===== config.mk =====
export PLATFORM = sky130hd
export DESIGN_NAME = wsq_sqrt
export DESIGN_NICKNAME = d
export VERILOG_FILES = /design/src/rtl/core/wsq_pkg.sv /design/src/rtl/core/wsq_sqrt.sv
export SDC_FILE = /design/constraint.sdc
export NUM_CORES = 2
export LEC_CHECK = 0
export BUFFER_PORTS_ARGS = -buffer_cell sky130_fd_sc_hd__clkbuf_2
export CORE_ASPECT_RATIO = 2
export CORE_UTILIZATION = 40
export CTS_BUF_LIST = sky130_fd_sc_hd__clkbuf_2
export CTS_CLUSTER_DIAMETER = 100
export DETAILED_ROUTE_END_ITERATION = 8
export SLEW_MARGIN = 20
export SYNTH_ARGS = -nofsm -noshare
export SYNTH_HDL_FRONTEND = slang
export SYNTH_MEMORY_MAX_BITS = 65536
export SYNTH_SLANG_ARGS = --single-unit

===== constraint.sdc =====
create_clock -name clk -period 5.25 [get_ports clk]
set_input_delay 0.525 -clock clk [delete_from_list [all_inputs] [get_ports clk]]
set_output_delay 0.525 -clock clk [all_outputs]
set_load 0.005 [all_outputs]

===== src/rtl/core/wsq_pkg.sv =====
`timescale 1ns / 1ps
`default_nettype none
// Shared types, widths and helpers for the wall segment quad expander.
// Used by the square root unit, the divider and the top level.
package wsq_pkg;

	// Square root: 63-bit radicand, 32-bit root.
	localparam int SQ_IN_W = 63;
	localparam int ROOT_W  = 32;

	// Divider: 63-bit numerator, 34-bit divisor, 31-bit quotient.
	localparam int NUM_W = 63;
	localparam int D_W   = 34;
	localparam int Q_W   = 31;

	// Number of offset magnitudes formed per segment.
	localparam int LANES = 4;

	// Segment data carried alongside the square root.
	typedef struct packed {
		logic [9:0]         sid;
		logic [9:0]         eid;
		logic signed [31:0] sx;
		logic signed [31:0] sy;
		logic signed [31:0] ex;
		logic signed [31:0] ey;
		logic [30:0]        sw;
		logic [30:0]        ew;
		logic [31:0]        ax;
		logic [31:0]        ay;
		logic               negx;
		logic               negy;
		logic               degen;
	} seg_t;

	// Segment data carried alongside the divider.
	typedef struct packed {
		logic [9:0]         sid;
		logic [9:0]         eid;
		logic signed [31:0] sx;
		logic signed [31:0] sy;
		logic signed [31:0] ex;
		logic signed [31:0] ey;
		logic               negx;
		logic               negy;
		logic               degen;
	} pos_t;

	// Clamp a 34-bit signed sum to the signed 32-bit range.
	function automatic logic [31:0] sat32(input logic signed [33:0] v);
		logic [31:0] r;
		if (v > 34'sh0_7FFF_FFFF) begin
			r = 32'h7FFF_FFFF;
		end else if (v < -34'sh0_8000_0000) begin
			r = 32'h8000_0000;
		end else begin
			r = v[31:0];
		end
		return r;
	endfunction

endpackage
`default_nettype wire


===== src/rtl/core/wsq_sqrt.sv =====
`timescale 1ns / 1ps
`default_nettype none
// Pipelined integer square root, one root bit per register stage.
// Depends on wsq_pkg for widths.
module wsq_sqrt #(
	parameter int SIDE_W = 1
) (
	input  logic                         clk,
	input  logic                         arst_n,
	input  logic                         en,
	input  logic                         in_valid,
	input  logic [wsq_pkg::SQ_IN_W-1:0]  radicand,
	input  logic [SIDE_W-1:0]            side_in,
	output logic                         out_valid,
	output logic [wsq_pkg::ROOT_W-1:0]   root,
	output logic [SIDE_W-1:0]            side_out
);
	import wsq_pkg::*;

	localparam int NS    = ROOT_W;
	localparam int RAD_W = 2 * ROOT_W;
	localparam int REM_W = ROOT_W + 3;

	logic              v_r    [1:NS];
	logic [RAD_W-1:0]  rad_r  [1:NS];
	logic [REM_W-1:0]  rem_r  [1:NS];
	logic [ROOT_W-1:0] root_r [1:NS];
	logic [SIDE_W-1:0] side_r [1:NS];

	for (genvar g = 0; g < NS; g++) begin : g_stage
		logic              v_i;
		logic [RAD_W-1:0]  rad_i;
		logic [REM_W-1:0]  rem_i;
		logic [ROOT_W-1:0] root_i;
		logic [SIDE_W-1:0] side_i;
		logic [REM_W-1:0]  rem_sh;
		logic [REM_W-1:0]  trial;
		logic              ge;

		if (g == 0) begin : g_first
			assign v_i    = in_valid;
			assign rad_i  = {1'b0, radicand};
			assign rem_i  = '0;
			assign root_i = '0;
			assign side_i = side_in;
		end else begin : g_next
			assign v_i    = v_r[g];
			assign rad_i  = rad_r[g];
			assign rem_i  = rem_r[g];
			assign root_i = root_r[g];
			assign side_i = side_r[g];
		end

		// Bring down the next bit pair and try the next root bit.
		assign rem_sh = {rem_i[REM_W-3:0], rad_i[RAD_W-1 -: 2]};
		assign trial  = {1'b0, root_i, 2'b01};
		assign ge     = (rem_sh >= trial);

		always_ff @(posedge clk or negedge arst_n) begin
			if (!arst_n) begin
				v_r[g+1] <= 1'b0;
			end else if (en) begin
				v_r[g+1] <= v_i;
			end
		end

		always_ff @(posedge clk) begin
			if (en) begin
				rem_r[g+1]  <= ge ? (rem_sh - trial) : rem_sh;
				root_r[g+1] <= {root_i[ROOT_W-2:0], ge};
				rad_r[g+1]  <= {rad_i[RAD_W-3:0], 2'b00};
				side_r[g+1] <= side_i;
			end
		end
	end

	assign out_valid = v_r[NS];
	assign root      = root_r[NS];
	assign side_out  = side_r[NS];

endmodule
`default_nettype wire


Word level (Yosys, flattened, before mapping)
Memories as Yosys holds them, arrays and structs flattened. Index checks and enable logic that the tools add are counted.

Flip-flop bits (word level): 32. RAM bits: 4160. Bits of input ports: 68. Output and inout bits: 34. Word-level logic and storage cells: 134. Memories: 4.

Memories: rad_r (depth 32, width 62, read ports 31, clocked after Yosys merged registers in 0, write ports 32, line wsq_sqrt.sv:25) `logic [RAD_W-1:0] rad_r [1:NS];`; rem_r (depth 32, width 35, read ports 31, clocked after Yosys merged registers in 0, write ports 32, line wsq_sqrt.sv:26) `logic [REM_W-1:0] rem_r [1:NS];`; root_r (depth 32, width 32, read ports 32, clocked after Yosys merged registers in 0, write ports 32, line wsq_sqrt.sv:27) `logic [ROOT_W-1:0] root_r [1:NS];`; side_r (depth 32, width 1, read ports 32, clocked after Yosys merged registers in 0, write ports 32, line wsq_sqrt.sv:28) `logic [SIDE_W-1:0] side_r [1:NS];`.

$add $sub $neg: 32. $lt $le $gt $ge: 32. Mux-type cells: 34.

Operator list (number): $mux W35 (32); $ge A35 B34 Y1 (31); $sub A35 B34 Y35 (31); $mux W1 (2); $sub A1 B1 Y2 const B (1); $ge A1 B1 Y1 const B (1).

Depth between registers and ports, before layout
An unclocked memory read counts as a cell.

Depth in word-level cells: 3. Mapped depth: 14. Mapped depth without buffers: 12.

Least setup slack after synthesis
OpenSTA, ideal clock, no wires.

Path type: reg2reg. Start point: reg, netlist name rem_r[0][953]. End point: reg, netlist name rem_r[0][1000]. Setup time: 0.260 ns. Data arrival time: 3.204 ns. Required time: 4.990 ns. Slack: 1.787 ns. Stages on the path, launching flop included: 13. Buffers on the path: 2. Clock period less this slack: 3.463 ns. Cell sequence: edfxtp_1 -> ha_1 -> clkbuf_1 -> a21oi_1 -> o21ai_0 -> a221oi_1 -> a21oi_1 -> or4_1 -> a31oi_1 -> o21ai_1 -> a21oi_2 -> buf_2 -> mux2_2.

==> metrics.yaml <==
clock_tree:
  cts_hold_buf: 202
  clk-insertion-delay-late_ns: 1.78
  cts_tree: "done"
  cts_max_path_buffers: 4
  cts_made_buffers: 585
  cts_resized: 0
  clkTransAtPathRegs_ns: 0.11
  cts-root-buf: "clkbuf_2"
  cts_sinks: 2553
  cts_setup_buffers: 0
  cts_max_level: 6
worst_setup_path:
  slowest_delay_ns: 0.75
  reg2reg_slack_ns: 0.12
  reg2reg_from: "rem_r[0][1054]"
  start_kind: "flip-flop"
  cp.arrival_ns: 6.47
  path_buf_inv: 1
  worst_path_max_delay_cell: "o31ai_1"
  path_cells: "ha_1 -> nand4_1 -> a21oi_1 -> nor2_1 -> o31ai_1 -> a31oi_1 -> buf_4 -> o21ai_0 -> a41o_2 -> o211ai_1 -> xnor2_1"
  cp_max_fo: 25
  reg2reg_depth: 11
  criticalPathCategory: "reg2reg"
  path_delay_family: "compound AO/OA/AOI/OAI gates"
  cp.required_ns: 6.59
  cp.depth: 11
  r2r_end: "rem_r[0][1117]"
  cp-end-kind: "flip-flop"
logic_synthesis:
  synthSimpleGateAreaFrac: 0.0968
  synth_largest_area_cell: "edfxtp_1"
  syn-mean-instance-area_sq_um: 13.0
  synthArstFlopShare: 0.0125
  synth_nets: 9768
  synth_top_cells_by_count: "edfxtp_1, inv_1, nand2_1"
  synth.top_cell.area_share: 0.637
  synth_most_common_cell: "edfxtp_1"
  synth_fa_ha_area_frac: 0.0589
  synth_compound_area_frac: 0.101
  synth_cell_types: 100
  netlist_top_cells_area: "edfxtp_1, ha_1, xor2_1"
  synth_edf_count: 2521
  syn_area_sq_mm: 0.119
  muxShareOfSynthArea: 0.0137
  syn_inst: 9140
  ys_seq_elements: 2553
  synthXorXnorAreaFrac: 0.0576
  synthFlopType: "edfxtp_1"
  seq_area_frac_synth: 0.644
  synth_top_family_by_area: "compound AO/OA/AOI/OAI gates"
  yosysWarningCount: 0
route:
  first_iter_violations: 3290
  vias_per_cell: 5.28
  wl_per_cell_microns: 21.0
  wirelength_microns: 300000
  via_count: 75400
  ant_nets: 0
  drc_errors: 0
  first_pass_iters: 5
hold_path:
  min_path_cells: 0
  hold_path_end: "rad_r[0][973]"
  min_path_type: "reg2reg"
  min-delay-start: "rad_r[0][909]"
sta:
  rsz0062_at_grt: "no"
  min_period_over_period: 0.978
  fmax_mhz: 195
  finalSetupTns_ns: 0
  tightest_slew_ns: 1.21
  timing.slew.headroom: 0.187
  final_max_slew_viol_count: 0
  fin_crit_ns: 5.13
  skew_ns: 0.200
  hold_viol_final: 0
  setup-violations-final: 0
global_routing:
  grt_pass1_wl_microns: 445000
  grt_overflow: 0
  grt_pass1_vias: 80500
  grt_max_degree: 144
  grt_usage: 0.196
  antenna_found_initial: 8
floorplanning:
  core_sq_mm: 0.295
  row_count: 282
  die_y_microns: 773
  die_w_microns: 387
  start_util: 0.402
  num_io_pins: 102
  die_area_sq_mm: 0.299
place:
  dpl_cell_area_sq_mm: 0.125
  portBuffers: 101
  dp.final_hpwl_microns: 222000
  gp_routability_congestion: 1.02
power:
  power.leakage_nw: 51.5
  vdd_ir_drop_max_mv: 0.204
  power_density_mw_per_mm2: 405
finish:
  fillerInstances: 26700
  finalInstanceArea_sq_mm: 0.133
  synthToLayoutAreaGrowth_pct: 11.5
  finish.utilization: 0.449
  drive_above_1_share: 0.134
  layout.nets: 10600
outcome:
  status: "finished clean"
job:
  cap_violations: 0
-- stage by stage --
step / total power, W / worst slack (ns) / hold WS [ns] / cells
3_5_place_dp: 0.0410 / 0.261 / 0.405 / 13000
3_3_place_gp: 0.0407 / 0.253 / 0.400 / 13000
4_1_cts: 0.0544 / 0.0556 / 0.0128 / 14300
2_1_floorplan: 0.0361 / 1.79 / 0.229 / 9140
5_1_grt: 0.0565 / 0.0348 / 0.137 / 14300
6_report: 0.0537 / 0.118 / 0.274 / 14300
-- logic make-up after synthesis --
group / after synthesis
flops: 2553
simple gates: 2304
compound gates: 1898
buf+inv: 896
xor+xnor: 782
fa+ha+maj: 560
mux: 146
other cells: 1
-- per-layer routing --
layer	share of wire	routed length (microns)	GRT usage
met2	0.61	183000	0.424
met3	0.030	8930	0.0288
met1	0.26	78200	0.129
met5	0.000090	27	0
met4	0.10	29900	0.180
-- how the worst max path moves through the flow --
stage	to	slack, ns	start
final	rem_r[0][1117]	0.12	rem_r[0][1054]
after global routing	rem_r[0][1117]	0.03	rem_r[0][1054]
after CTS	rem_r[0][1117]	0.06	rem_r[0][1054]
after detailed placement	rem_r[0][1117]	0.26	rem_r[0][1054]
after global placement	rem_r[0][1117]	0.25	rem_r[0][1054]
after floorplan	rem_r[0][1000]	1.79	rem_r[0][953]
-- power breakdown --
group          switching, W  leakage (nW)  total [W]  internal (W)
sequential          0.00174          24.7     0.0275        0.0257
clock               0.00791          4.01     0.0129       0.00499
combinational       0.00799          22.8     0.0133       0.00530
-- state kept, by name, summed over array words and instances (netlist names) --
signal,cells
rad_r,992
rem_r,969
root_r,528
side_r,32
g_stage.v_i,31
out_valid,1
-- area by class of cell --
cell class	instances	area, sq um	area share
flip-flops and latches	2553	76500	0.577
multi-input cells	5691	39100	0.295
well taps	3834	4800	0.0362
repair buffers	461	4090	0.0308
clock buffers	814	4070	0.0307
inverters	708	2660	0.0201
clock inverters	200	1280	0.00965
diodes	18	45.0	0.000340
-- placed cells by master (no fill, tap or decap), types with 200 or more instances in the layout --
cell	netlist	routed
a21o_1	260	260
clkbuf_2	0	914
xor2_1	409	409
nor3_1	239	238
dlygate4sd3_1	0	200
inv_1	707	707
nand2_1	631	631
xnor2_1	373	373
nor2_1	499	497
o21ai_0	515	515
a21oi_1	507	506
edfxtp_1	2521	2521
ha_1	560	560
(Power assumes the default switching activity.)
